## src/bsrp_pkg.sv

```systemverilog
// Shared types, constants and helpers for the branch stack record parser.
`default_nettype none

package bsrp_pkg;

  localparam int unsigned WordW      = 64;
  localparam int unsigned SizeW      = 16;
  localparam int unsigned RecWordsW  = 13;
  localparam int unsigned EntriesW   = 12;
  localparam int unsigned CycleW     = 16;
  localparam int unsigned KindW      = 4;
  localparam int unsigned TypeW      = 32;
  localparam int unsigned AddrW      = 3;
  localparam int unsigned DataW      = 32;

  localparam logic [TypeW-1:0] SampleType     = 32'd9;
  localparam logic [SizeW-1:0] MinRecordBytes = 16'd8;
  localparam logic [SizeW-1:0] MinSampleBytes = 16'd32;
  localparam logic [SizeW-1:0] MaxRecordReset = 16'hFFFF;

  // floor(x/3) for x < 2^13 as (x * Div3Mul) >> Div3Shift
  localparam logic [RecWordsW-1:0] Div3Mul   = 13'd5462;
  localparam int unsigned          Div3Shift = 14;
  localparam int unsigned          Div3ProdW = 2 * RecWordsW;

  // raw branch type codes and their renumbered kinds
  localparam logic [KindW-1:0] RawLastDirect = 4'd8;
  localparam logic [KindW-1:0] RawIrq        = 4'd12;
  localparam logic [KindW-1:0] KindIrq       = 4'd9;
  localparam logic [KindW-1:0] KindUnknown   = 4'd0;

  localparam int unsigned DefaultQueueDepth = 4;

  // register map, word index within the APB window
  localparam logic RegMaxRecordBytes = 1'b0;

  typedef enum logic [3:0] {
    PH_HEADER,
    PH_SKIP_IP,
    PH_SKIP_TIME,
    PH_COUNT,
    PH_FROM,
    PH_TO,
    PH_FLAGS,
    PH_PAD,
    PH_DISCARD
  } phase_e;

  typedef enum logic [1:0] {
    OP_FROM,
    OP_TO,
    OP_FLAGS,
    OP_ERROR
  } op_e;

  typedef struct packed {
    op_e              op;
    logic [WordW-1:0] data;
  } cmd_t;

  function automatic logic [KindW-1:0] kind_of(input logic [KindW-1:0] raw);
    logic [KindW-1:0] k;
    if (raw <= RawLastDirect) begin
      k = raw;
    end else if (raw == RawIrq) begin
      k = KindIrq;
    end else begin
      k = KindUnknown;
    end
    return k;
  endfunction

endpackage

`default_nettype wire

```

## src/branch_stack_record_parser.sv

```systemverilog
// A branch entry or error result is written into the command queue when its word
// transfers, then loaded into the output register once the queue head is popped.
// Throughput: one stream word per cycle; input stalls only when the command queue
// (QueueDepth entries) fills behind a stalled output register.
// Reset: asynchronous, active low; parser expects a header, queue and output
// are emptied, max_record_bytes returns to 65535.
`default_nettype none

module branch_stack_record_parser #(
  parameter int unsigned QueueDepth = bsrp_pkg::DefaultQueueDepth
) (
  input  wire logic                          clk_i,
  input  wire logic                          rst_ni,
  // configuration port
  input  wire logic                          psel,
  input  wire logic                          penable,
  input  wire logic                          pwrite,
  input  wire logic [bsrp_pkg::AddrW-1:0]    paddr,
  input  wire logic [bsrp_pkg::DataW-1:0]    pwdata,
  output logic [bsrp_pkg::DataW-1:0]         prdata,
  output logic                               pready,
  // word stream
  input  wire logic                          in_valid_i,
  output logic                               in_stall_o,
  input  wire logic [bsrp_pkg::WordW-1:0]    word_i,
  input  wire logic                          end_of_batch_i,
  // results
  output logic                               out_valid_o,
  input  wire logic                          out_stall_i,
  output logic                               result_kind_o,
  output logic [bsrp_pkg::WordW-1:0]         from_address_o,
  output logic [bsrp_pkg::WordW-1:0]         to_address_o,
  output logic                               mispredicted_o,
  output logic                               predicted_o,
  output logic                               in_transaction_o,
  output logic                               aborted_o,
  output logic [bsrp_pkg::CycleW-1:0]        cycle_count_o,
  output logic [bsrp_pkg::KindW-1:0]         branch_kind_o
);
  import bsrp_pkg::*;

  logic [SizeW-1:0] max_record_bytes_q;
  logic             cfg_write;
  logic             reg_sel;
  logic             accept;
  logic             push_valid;
  cmd_t             push_cmd;
  logic             q_full;
  logic             q_valid;
  cmd_t             q_cmd;
  logic             pop;

  // configuration register
  assign pready    = 1'b1;
  assign reg_sel   = (paddr[AddrW-1] == RegMaxRecordBytes);
  assign cfg_write = psel && penable && pwrite && pready && reg_sel;
  assign prdata    = reg_sel ? DataW'(max_record_bytes_q) : '0;

  always_ff @(posedge clk_i or negedge rst_ni) begin
    if (!rst_ni) begin
      max_record_bytes_q <= MaxRecordReset;
    end else if (cfg_write) begin
      max_record_bytes_q <= pwdata[SizeW-1:0];
    end
  end

  // input transfer
  assign in_stall_o = q_full;
  assign accept     = in_valid_i && !q_full;

  bsrp_front u_front (
    .clk_i              (clk_i),
    .rst_ni             (rst_ni),
    .accept_i           (accept),
    .word_i             (word_i),
    .end_of_batch_i     (end_of_batch_i),
    .max_record_bytes_i (max_record_bytes_q),
    .push_valid_o       (push_valid),
    .push_cmd_o         (push_cmd)
  );

  bsrp_queue #(
    .Depth (QueueDepth)
  ) u_queue (
    .clk_i      (clk_i),
    .rst_ni     (rst_ni),
    .push_i     (push_valid),
    .push_cmd_i (push_cmd),
    .full_o     (q_full),
    .pop_i      (pop),
    .valid_o    (q_valid),
    .cmd_o      (q_cmd)
  );

  bsrp_back u_back (
    .clk_i            (clk_i),
    .rst_ni           (rst_ni),
    .q_valid_i        (q_valid),
    .q_cmd_i          (q_cmd),
    .pop_o            (pop),
    .out_valid_o      (out_valid_o),
    .out_stall_i      (out_stall_i),
    .result_kind_o    (result_kind_o),
    .from_address_o   (from_address_o),
    .to_address_o     (to_address_o),
    .mispredicted_o   (mispredicted_o),
    .predicted_o      (predicted_o),
    .in_transaction_o (in_transaction_o),
    .aborted_o        (aborted_o),
    .cycle_count_o    (cycle_count_o),
    .branch_kind_o    (branch_kind_o)
  );

`ifndef NO_ASSERTIONS
  // never push into a full queue
  a_no_overflow: assert property (@(posedge clk_i) disable iff (!rst_ni)
    !(push_valid && q_full))
    else $error("command pushed into full queue");

  // a new result comes only from a popped flags or error command
  a_result_from_pop: assert property (@(posedge clk_i) disable iff (!rst_ni)
    $rose(out_valid_o) |->
      $past(pop && ((q_cmd.op == OP_FLAGS) || (q_cmd.op == OP_ERROR))))
    else $error("result appeared without a matching command");

  // error results carry an all-zero payload
  a_error_zero: assert property (@(posedge clk_i) disable iff (!rst_ni)
    (out_valid_o && result_kind_o) |->
      ((from_address_o == '0) && (to_address_o == '0) && (branch_kind_o == '0)
       && (cycle_count_o == '0)))
    else $error("error result with nonzero payload");
`endif

endmodule

`default_nettype wire

```

## src/bsrp_front.sv

```systemverilog
// Front end: accepts stream words, tracks record framing, issues commands.
`default_nettype none

module bsrp_front (
  input  wire logic                         clk_i,
  input  wire logic                         rst_ni,
  input  wire logic                         accept_i,
  input  wire logic [bsrp_pkg::WordW-1:0]   word_i,
  input  wire logic                         end_of_batch_i,
  input  wire logic [bsrp_pkg::SizeW-1:0]   max_record_bytes_i,
  output logic                              push_valid_o,
  output bsrp_pkg::cmd_t                    push_cmd_o
);
  import bsrp_pkg::*;

  phase_e                phase_q, phase_d;
  logic [RecWordsW-1:0]  rwl_q, rwl_d;
  logic [EntriesW-1:0]   entries_q, entries_d;

  logic [SizeW-1:0]      size;
  logic [TypeW-1:0]      rec_type;
  logic                  size_bad;
  logic [RecWordsW-1:0]  rwl_dec;
  logic [RecWordsW-1:0]  rec_words;
  logic [Div3ProdW-1:0]  fit_prod;
  logic [EntriesW-1:0]   fit;
  logic [EntriesW-1:0]   entries_cnt;
  logic [EntriesW-1:0]   ent_dec;

  // header fields and size checks
  assign size      = word_i[WordW-1 -: SizeW];
  assign rec_type  = word_i[TypeW-1:0];
  assign size_bad  = (size < MinRecordBytes) || (size > max_record_bytes_i);
  assign rec_words = RecWordsW'(size >> 3) - RecWordsW'(1);
  assign rwl_dec   = rwl_q - RecWordsW'(1);
  assign ent_dec   = entries_q - EntriesW'(1);

  // clamp the entry count to the whole triples left in the record
  assign fit_prod    = Div3ProdW'(rwl_dec) * Div3ProdW'(Div3Mul);
  assign fit         = fit_prod[Div3Shift +: EntriesW];
  assign entries_cnt = (word_i < WordW'(fit)) ? word_i[EntriesW-1:0] : fit;

  // next framing state
  always_comb begin
    phase_d   = phase_q;
    rwl_d     = rwl_q;
    entries_d = entries_q;
    if (accept_i) begin
      unique case (phase_q) inside
        PH_DISCARD: begin
        end
        PH_SKIP_IP, PH_SKIP_TIME, PH_COUNT, PH_FROM, PH_TO, PH_FLAGS, PH_PAD: begin
          rwl_d = rwl_dec;
          case (phase_q)
            PH_SKIP_IP:   phase_d = PH_SKIP_TIME;
            PH_SKIP_TIME: phase_d = PH_COUNT;
            PH_COUNT: begin
              entries_d = entries_cnt;
              phase_d   = (entries_cnt != '0) ? PH_FROM : PH_PAD;
            end
            PH_FROM:      phase_d = PH_TO;
            PH_TO:        phase_d = PH_FLAGS;
            PH_FLAGS: begin
              entries_d = ent_dec;
              phase_d   = (ent_dec != '0) ? PH_FROM : PH_PAD;
            end
            default: begin
            end
          endcase
          if (rwl_dec == '0) begin
            phase_d   = PH_HEADER;
            entries_d = '0;
          end
        end
        default: begin
          entries_d = '0;
          if (size_bad) begin
            phase_d = PH_DISCARD;
            rwl_d   = '0;
          end else begin
            rwl_d = rec_words;
            if (rec_words == '0) begin
              phase_d = PH_HEADER;
            end else if ((rec_type == SampleType) && (size >= MinSampleBytes)) begin
              phase_d = PH_SKIP_IP;
            end else begin
              phase_d = PH_PAD;
            end
          end
        end
      endcase
      // resynchronize at the batch boundary
      if (end_of_batch_i) begin
        phase_d   = PH_HEADER;
        rwl_d     = '0;
        entries_d = '0;
      end
    end
  end

  // command issued for the current word
  always_comb begin
    push_valid_o    = 1'b0;
    push_cmd_o.op   = OP_FROM;
    push_cmd_o.data = word_i;
    unique case (phase_q) inside
      PH_FROM: begin
        push_valid_o  = accept_i;
        push_cmd_o.op = OP_FROM;
      end
      PH_TO: begin
        push_valid_o  = accept_i;
        push_cmd_o.op = OP_TO;
      end
      PH_FLAGS: begin
        push_valid_o  = accept_i;
        push_cmd_o.op = OP_FLAGS;
      end
      PH_SKIP_IP, PH_SKIP_TIME, PH_COUNT, PH_PAD, PH_DISCARD: begin
      end
      default: begin
        push_valid_o  = accept_i && size_bad;
        push_cmd_o.op = OP_ERROR;
      end
    endcase
  end

  // hold framing state
  always_ff @(posedge clk_i or negedge rst_ni) begin
    if (!rst_ni) begin
      phase_q   <= PH_HEADER;
      rwl_q     <= '0;
      entries_q <= '0;
    end else begin
      phase_q   <= phase_d;
      rwl_q     <= rwl_d;
      entries_q <= entries_d;
    end
  end

endmodule

`default_nettype wire

```

## src/bsrp_queue.sv

```systemverilog
// Command queue between the front end and the result builder.
`default_nettype none

module bsrp_queue #(
  parameter int unsigned Depth = bsrp_pkg::DefaultQueueDepth
) (
  input  wire logic           clk_i,
  input  wire logic           rst_ni,
  input  wire logic           push_i,
  input  wire bsrp_pkg::cmd_t push_cmd_i,
  output logic                full_o,
  input  wire logic           pop_i,
  output logic                valid_o,
  output bsrp_pkg::cmd_t      cmd_o
);
  import bsrp_pkg::*;

  localparam int unsigned PtrW = (Depth > 1) ? $clog2(Depth) : 1;
  localparam int unsigned CntW = $clog2(Depth + 1);

  cmd_t            entry_q [Depth];
  logic [PtrW-1:0] wr_ptr_q, wr_ptr_d;
  logic [PtrW-1:0] rd_ptr_q, rd_ptr_d;
  logic [CntW-1:0] count_q, count_d;

  assign full_o  = (count_q == CntW'(Depth));
  assign valid_o = (count_q != '0);
  assign cmd_o   = entry_q[rd_ptr_q];

  // advance pointers and occupancy
  always_comb begin
    wr_ptr_d = wr_ptr_q;
    rd_ptr_d = rd_ptr_q;
    count_d  = count_q;
    if (push_i) begin
      wr_ptr_d = (wr_ptr_q == PtrW'(Depth - 1)) ? '0 : wr_ptr_q + PtrW'(1);
    end
    if (pop_i) begin
      rd_ptr_d = (rd_ptr_q == PtrW'(Depth - 1)) ? '0 : rd_ptr_q + PtrW'(1);
    end
    if (push_i && !pop_i) begin
      count_d = count_q + CntW'(1);
    end else if (pop_i && !push_i) begin
      count_d = count_q - CntW'(1);
    end
  end

  always_ff @(posedge clk_i or negedge rst_ni) begin
    if (!rst_ni) begin
      wr_ptr_q <= '0;
      rd_ptr_q <= '0;
      count_q  <= '0;
    end else begin
      wr_ptr_q <= wr_ptr_d;
      rd_ptr_q <= rd_ptr_d;
      count_q  <= count_d;
    end
  end

  // store the pushed command
  always_ff @(posedge clk_i) begin
    if (push_i) begin
      entry_q[wr_ptr_q] <= push_cmd_i;
    end
  end

endmodule

`default_nettype wire

```

## src/bsrp_back.sv

```systemverilog
// Back end: holds branch addresses and builds registered result items.
`default_nettype none

module bsrp_back (
  input  wire logic                          clk_i,
  input  wire logic                          rst_ni,
  input  wire logic                          q_valid_i,
  input  wire bsrp_pkg::cmd_t                q_cmd_i,
  output logic                               pop_o,
  output logic                               out_valid_o,
  input  wire logic                          out_stall_i,
  output logic                               result_kind_o,
  output logic [bsrp_pkg::WordW-1:0]         from_address_o,
  output logic [bsrp_pkg::WordW-1:0]         to_address_o,
  output logic                               mispredicted_o,
  output logic                               predicted_o,
  output logic                               in_transaction_o,
  output logic                               aborted_o,
  output logic [bsrp_pkg::CycleW-1:0]        cycle_count_o,
  output logic [bsrp_pkg::KindW-1:0]         branch_kind_o
);
  import bsrp_pkg::*;

  logic [WordW-1:0]  held_from_q;
  logic [WordW-1:0]  held_to_q;
  logic              out_valid_q, out_valid_d;
  logic              kind_q;
  logic [WordW-1:0]  from_q, to_q;
  logic [3:0]        flag_bits_q;
  logic [CycleW-1:0] cycles_q;
  logic [KindW-1:0]  bkind_q;

  logic              emits;
  logic              slot_free;
  logic              load;
  logic              is_error;

  assign is_error  = (q_cmd_i.op == OP_ERROR);
  assign emits     = (q_cmd_i.op == OP_FLAGS) || is_error;
  assign slot_free = !out_valid_q || !out_stall_i;
  assign pop_o     = q_valid_i && (!emits || slot_free);
  assign load      = pop_o && emits;

  // output slot occupancy
  always_comb begin
    out_valid_d = out_valid_q;
    if (load) begin
      out_valid_d = 1'b1;
    end else if (!out_stall_i) begin
      out_valid_d = 1'b0;
    end
  end

  always_ff @(posedge clk_i or negedge rst_ni) begin
    if (!rst_ni) begin
      out_valid_q <= 1'b0;
    end else begin
      out_valid_q <= out_valid_d;
    end
  end

  // hold addresses of the current triple
  always_ff @(posedge clk_i) begin
    if (pop_o && (q_cmd_i.op == OP_FROM)) begin
      held_from_q <= q_cmd_i.data;
    end
    if (pop_o && (q_cmd_i.op == OP_TO)) begin
      held_to_q <= q_cmd_i.data;
    end
  end

  // build the result; an error carries an all-zero payload
  always_ff @(posedge clk_i) begin
    if (load) begin
      if (is_error) begin
        kind_q      <= 1'b1;
        from_q      <= '0;
        to_q        <= '0;
        flag_bits_q <= '0;
        cycles_q    <= '0;
        bkind_q     <= KindUnknown;
      end else begin
        kind_q      <= 1'b0;
        from_q      <= held_from_q;
        to_q        <= held_to_q;
        flag_bits_q <= q_cmd_i.data[3:0];
        cycles_q    <= q_cmd_i.data[4 +: CycleW];
        bkind_q     <= kind_of(q_cmd_i.data[20 +: KindW]);
      end
    end
  end

  assign out_valid_o      = out_valid_q;
  assign result_kind_o    = kind_q;
  assign from_address_o   = from_q;
  assign to_address_o     = to_q;
  assign mispredicted_o   = flag_bits_q[0];
  assign predicted_o      = flag_bits_q[1];
  assign in_transaction_o = flag_bits_q[2];
  assign aborted_o        = flag_bits_q[3];
  assign cycle_count_o    = cycles_q;
  assign branch_kind_o    = bkind_q;

endmodule

`default_nettype wire
```

## config.mk

```make
export PLATFORM = sky130hd
export DESIGN_NAME = branch_stack_record_parser
export DESIGN_NICKNAME = d
export VERILOG_FILES = /design/src/bsrp_pkg.sv /design/src/branch_stack_record_parser.sv /design/src/bsrp_front.sv /design/src/bsrp_queue.sv /design/src/bsrp_back.sv
export SDC_FILE = /design/constraint.sdc
export NUM_CORES = 1
export LEC_CHECK = 0
export ABC_AREA = 0
export BUFFER_PORTS_ARGS = -buffer_cell sky130_fd_sc_hd__buf_2
export CAP_MARGIN = 20
export CORE_MARGIN = 4
export CORE_UTILIZATION = 30
export CTS_CLUSTER_SIZE = 12
export DETAILED_ROUTE_END_ITERATION = 7
export PLACE_DENSITY = 0.48
export SYNTH_ARGS = -nofsm -noshare
export SYNTH_HDL_FRONTEND = slang
export SYNTH_SLANG_ARGS = --single-unit
```

## constraint.sdc

```tcl
create_clock -name clk_i -period 8.8 [get_ports clk_i]
set_input_delay 1.32 -clock clk_i [delete_from_list [all_inputs] [get_ports clk_i]]
set_output_delay 1.32 -clock clk_i [all_outputs]
set_load 0.02 [all_outputs]
```

==> results_dict.tcl, run 1 <==
set metrics [dict create \
    status "complete, no violations" \
    via_per_inst 4.59 \
    rr_worst_depth 31 \
    worst_setup_path_start_kind "flip-flop" \
    whs_ns 0.507 \
    firstDrtPassIters 5 \
    yosysUniqueCellTypes 73 \
    grt_antenna_before_repair 17 \
    r2r_start "u_front.rwl_q[0]" \
    tns_ns 0 \
    core-area_mm2 0.0885 \
    first_global_vias 15300 \
    place_area_mm2 0.0295 \
    muxShareOfSynthArea_pct 6.63 \
    worstPathArrival_ns 8.82 \
    synth_edf_count 545 \
    slew_viol_final 0 \
    cts_sinks 598 \
    num_rows 109 \
    crit_path_max_fanout 9 \
    synthDominantCellAreaShare_pct 61.0 \
    grt_usage_pct 12.9 \
    slew-limit-headroom_pct 30.4 \
    yosys.area.top_type "edfxtp_1" \
    clk_pin_slew_ns 0.07 \
    tightest_slew_ns 1.04 \
    cts_buffers 60 \
    min-delay-start "u_queue.count_q[2]" \
    die_h_um 307 \
    avgSynthCellArea_um2 15.5 \
    crit_top_cell "inv_1" \
    die_area_mm2 0.0942 \
    regToRegSetupSlack_ns 0.49 \
    finalWirelength_um 62100 \
    drcViolationCount 0 \
    root_buffer "clkbuf_16" \
    finalHoldViolCount 0 \
    wl_per_cell_um 19.3 \
    fp.dieW_um 307 \
    yosysWarnings 0 \
    clock_path_buffers 3 \
    fin_crit_ns 8.31 \
    max_stage_delay_ns 0.54 \
    rsz0062_at_grt "false" \
    fin_nets 2291 \
    cp-end-kind "flip-flop" \
    synth-adder-area-share_pct 9.14 \
    start_util_pct 30.3 \
    syn2layout_area_growth_pct 16.8 \
    ios 295 \
    ys_seq_area_share_pct 66.1 \
    synth-main-ff-cell "edfxtp_1" \
    final_cell_area_mm2 0.0313 \
    hp-class "flip-flop to flip-flop" \
    synth_compound_area_share_pct 4.90 \
    synth-seq-cells 598 \
    setup_violations 0 \
    syn_inst 1729 \
    drive_gt1_share_pct 24.0 \
    grt.overflow.total 0 \
    dp_hpwl_um 43400 \
    cap_violations 0 \
    numPortBuffers 259 \
    rr_endpoint "u_front.phase_q[0]" \
    final_antenna_net_count 0 \
    ctsHoldBuffers 0 \
    min_to "u_queue.count_q[2]" \
    grt_max_degree 101 \
    cp_slowest_cell "fa_1" \
    via_count 14800 \
    path_class "flip-flop to flip-flop" \
    critPathRequiredTime_ns 9.31 \
    period_share_pct 94.5 \
    syn_area_mm2 0.0268 \
    hold_depth 1 \
    cts_htree_levels 2 \
    synth_top_family_by_area "adder cells" \
    synthTopCellsByArea "edfxtp_1, ha_1, mux4_2" \
    cts_tree "done" \
    grt_pass1_wl_um 94000 \
    clock_latency_ns 0.60 \
    gp_congestion 0.817 \
    yosys.area_share.xor_xnor_pct 1.44 \
    drt-initial-drc-count 851 \
    synthSimpleGateAreaFrac_pct 8.56 \
    synth_async_sr_flop_share_pct 8.86 \
    clock_skew_ns 0.0127 \
    max_freq_mhz 120 \
]
## state kept, by name (all words and copies together) (netlist names)
signal,flops
u_back.from_address_o,64
u_queue.rd_ptr_q,2
u_back.held_from_q,64
u_front.phase_q,4
u_queue.wr_ptr_q,2
u_back.to_address_o,64
u_back.branch_kind_o,4
u_back.cycle_count_o,16
u_back.held_to_q,64
u_back.flag_bits_q,4
u_queue.count_q,3
u_back.result_kind_o,1
max_record_bytes_q,16
u_front.rwl_q,13
u_back.out_valid_o,1
u_queue.entry_q,264
u_front.entries_q,12
## final cells by class
| class | count | area [um2] |
|---|---|---|
| antenna | 10 | 25.0 |
| clock buffer | 83 | 1640 |
| clock inverter | 15 | 91.3 |
| fill | 8472 | 57200 |
| inverter | 138 | 518 |
| multi-input combinational | 933 | 8400 |
| sequential | 598 | 17700 |
| tap | 1165 | 1460 |
| timing repair buffer | 283 | 1480 |
## cell usage in the layout (no fill, tap or decap), types with 44 or more instances in the layout
master | synthesis | routed
clkbuf_16 | 0 | 61
and2_1 | 160 | 159
nor2_1 | 64 | 59
a21oi_1 | 44 | 44
mux4_2 | 66 | 66
buf_2 | 8 | 259
inv_1 | 138 | 138
ha_1 | 127 | 126
edfxtp_1 | 545 | 545
nand2_1 | 69 | 68
## worst max-delay path by stage
stage,startpoint,to,slack [ns],cells past startpoint
2_1_floorplan,u_front.rwl_q[8],u_front.phase_q[0],1.17,33
3_3_place_gp,u_front.rwl_q[4],u_front.phase_q[0],0.23,31
3_5_place_dp,u_front.rwl_q[4],u_front.phase_q[0],0.10,31
4_1_cts,u_front.rwl_q[4],u_front.phase_q[0],0.06,31
5_1_grt,u_front.rwl_q[0],u_front.phase_q[0],0.001,31
6_report,u_front.rwl_q[0],u_front.phase_q[0],0.49,31
## what timing repair did
item | CTS | global route
endpoints found under the setup margin | 0 | 14
setup buffers | 0 | 2
endpoints found under the hold margin | 0 | 0
gates resized for setup | 0 | 11
## worst max-delay path, delay by kind of cell (launching register included)
kind / cells / cell delay [ns]
buffers and inverters: 7 / 0.69
AO/OA/AOI/OAI: 8 / 1.79
AND/OR/NAND/NOR: 6 / 1.38
adder cells (fa/ha/maj): 8 / 3.42
flip-flops: 1 / 0.43
XOR/XNOR: 2 / 0.47
## stage by stage
| stage | util (%) | instances | setup WS, ns |
|---|---|---|---|
| floorplan | - | 1744 | 1.17 |
| global placement | 33.3 | 3115 | 0.233 |
| detailed placement | 33.3 | 3115 | 0.101 |
| CTS | 35.3 | 3213 | 0.0610 |
| global route | 35.4 | 3218 | 0.00123 |
| finish | 35.4 | 3225 | 0.488 |
## synth_stat cells, types with 6 or more instances
library cell,number
edfxtp_1,545
and2_1,160
inv_1,138
ha_1,127
nand2_1,69
mux4_2,66
nor2_1,64
a21oi_1,44
clkbuf_1,44
fa_1,43
o21ai_0,41
dfrtp_1,37
xnor2_1,34
mux2_2,24
nor3_1,22
buf_4,17
dfstp_2,16
nand3_1,16
a22o_1,15
nor4_1,15
o22ai_1,12
o31ai_1,11
nand4_1,10
o21a_1,10
xor2_1,10
nor2b_1,9
a21o_1,8
a31oi_1,8
buf_2,8
o211ai_1,8
nand2b_1,7
nor3b_1,6
## cells by family after synthesis
| kind of cell | count (synthesis) |
|---|---|
| DFF | 598 |
| buffers and inverters | 213 |
| AOI/OAI and AO/OA | 197 |
| and+or+nand+nor | 413 |
| muxes | 92 |
| adders and majority gates | 170 |
| xor gates and xnor gates | 44 |
| other | 2 |
## metal layers
layer  wire length, um  vias up  GRT usage, %
met4              1380        4          3.38
met3              2980       93          2.60
met1             26300     7466          16.4
li1                  -     6964             -
met2             31400      289          22.7
met5                28        -             0
Power of run 1 is not shown: default switching activity piles up to over one toggle a cycle in this logic, so the estimate is an artifact.
==> run 2: changes to the inputs <==
--- a/config.mk
+++ b/config.mk
@@ -6,13 +6,13 @@
 export NUM_CORES = 1
 export LEC_CHECK = 0
 export ABC_AREA = 0
-export BUFFER_PORTS_ARGS = -buffer_cell sky130_fd_sc_hd__buf_2
 export CAP_MARGIN = 20
 export CORE_MARGIN = 4
 export CORE_UTILIZATION = 30
 export CTS_CLUSTER_SIZE = 12
 export DETAILED_ROUTE_END_ITERATION = 7
-export PLACE_DENSITY = 0.48
+export DONT_BUFFER_PORTS = 1
+export PLACE_DENSITY = 0.46
 export SYNTH_ARGS = -nofsm -noshare
 export SYNTH_HDL_FRONTEND = slang
 export SYNTH_SLANG_ARGS = --single-unit
==> results_dict.tcl, run 2 (synthesis results as in run 1) <==
set metrics [dict create \
    die_area_mm2 0.0942 \
    cap_violations 0 \
    grt_pass1_wl_um 93900 \
    ios 295 \
    via_count 13900 \
    critPathRequiredTime_ns 9.32 \
    fin_nets 2045 \
    path_class "flip-flop to flip-flop" \
    final_antenna_net_count 0 \
    max_freq_mhz 121 \
    cts_buffers 69 \
    num_rows 109 \
    clock_latency_ns 0.61 \
    first_global_vias 14700 \
    via_per_inst 4.68 \
    regToRegSetupSlack_ns 0.52 \
    numPortBuffers 0 \
    largest_reg_flops 264 \
    clk_pin_slew_ns 0.06 \
    max_stage_delay_ns 0.55 \
    crit_path_max_fanout 6 \
    r2r_start "u_front.rwl_q[3]" \
    wl_per_cell_um 20.9 \
    seqCellArea_mm2 0.0177 \
    gp_congestion 0.793 \
    drt-initial-drc-count 827 \
    fin_crit_ns 8.28 \
    tns_ns 0 \
    fillers 8419 \
    syn2layout_area_growth_pct 13.5 \
    layout_commonest_cell "edfxtp_1" \
    top_register "u_queue.entry_q" \
    core-area_mm2 0.0885 \
    cp-end-kind "flip-flop" \
    final_cell_mix "edfxtp_1, and2_1, inv_1, ha_1, clkbuf_16" \
    worst_setup_path_start_kind "flip-flop" \
    status "complete, no violations" \
    start_util_pct 30.3 \
    finalWirelength_um 62400 \
    grt.overflow.total 0 \
    ctsHoldBuffers 0 \
    setup_violations 0 \
    hp-class "primary input to async pin" \
    startpoint "u_front.rwl_q[3]" \
    clock_path_buffers 3 \
    firstDrtPassIters 5 \
    grt_usage_pct 13.2 \
    clock_skew_ns 0.0204 \
    finalHoldViolCount 0 \
    slew-limit-headroom_pct 27.5 \
    rsz0062_at_grt "false" \
    fp.dieW_um 307 \
    multi_input_area_mm2 0.00835 \
    antenna-diode-count 0 \
    cts_htree_levels 3 \
    cts_sinks 598 \
    drcViolationCount 0 \
    root_buffer "clkbuf_16" \
    die_h_um 307 \
    cp_slowest_cell "fa_1" \
    grt_max_degree 101 \
    worstPathArrival_ns 8.79 \
    dp_hpwl_um 43200 \
    cts_tree "done" \
    period_share_pct 94.1 \
    grt_antenna_before_repair 1 \
    slew_viol_final 0 \
    tightest_slew_ns 1.08 \
    drive_gt1_share_pct 14.0 \
]
[run 2: changes by cell type in the layout (fill, tap and decap cells not counted), sizes merged]
cell	previous run	this run
buf	283	28
clkinv	13	27
diode	10	0
bufinv	1	5
inv	138	142
clkbuf	83	81
[run 2: final cells by class]
type	count	share of cell area, %
multi-input combinational	933	27.4
timing repair buffer	28	0.691
tap	1165	4.79
inverter	138	1.70
clock buffer	81	5.89
clock inverter	37	1.23
sequential	598	58.2
[run 2: worst max-delay path, delay by kind of cell (launching register included)]
family                     cells  cell delay [ns]
AOI/OAI and AO/OA              7             1.37
xor gates and xnor gates       2             0.51
adders and majority gates      7             2.95
buffers and inverters          5             0.58
DFF                            1             0.44
and+or+nand+nor                9             2.34
[run 2: what timing repair did]
action,in CTS,in global routing
setup buffers,0,1
endpoints found under the setup margin,0,5
gates resized for setup,0,2
[run 2: path summary, 6_finish.rpt]
path	depth (start not counted)	to
min in group clk_i	1	u_back.to_address_o[59]
min	0	u_front.entries_q[11]
max reg2reg	30	u_front.phase_q[0]
max in group asynchronous	0	max_record_bytes_q[4]
max	30	u_front.phase_q[0]
min reg2reg	1	u_back.to_address_o[59]
[run 2: per-layer routing]
metal	track usage [%]	wire length (um)	vias to the layer above
met2	23.1	31800	313
met3	3.08	3330	79
met1	16.2	25800	7082
li1	-	-	6467
met4	4.53	1460	0
met5	0	0	-
[run 2: through the flow]
stage | hold slack, ns | setup WS, ns | std cells | utilization (%) | cell area (um2)
6_report | 0.404 | 0.523 | 2980 | 34.4 | 30400
3_3_place_gp | 0.478 | 0.437 | 2861 | 31.9 | 28200
3_5_place_dp | 0.497 | 0.329 | 2861 | 31.9 | 28200
2_1_floorplan | 0.456 | 1.17 | 1744 | - | 26900
4_1_cts | 0.347 | 0.336 | 2979 | 34.4 | 30400
5_1_grt | 0.358 | 0.00868 | 2980 | 34.4 | 30400
Power of run 2 is left out for the same reason.
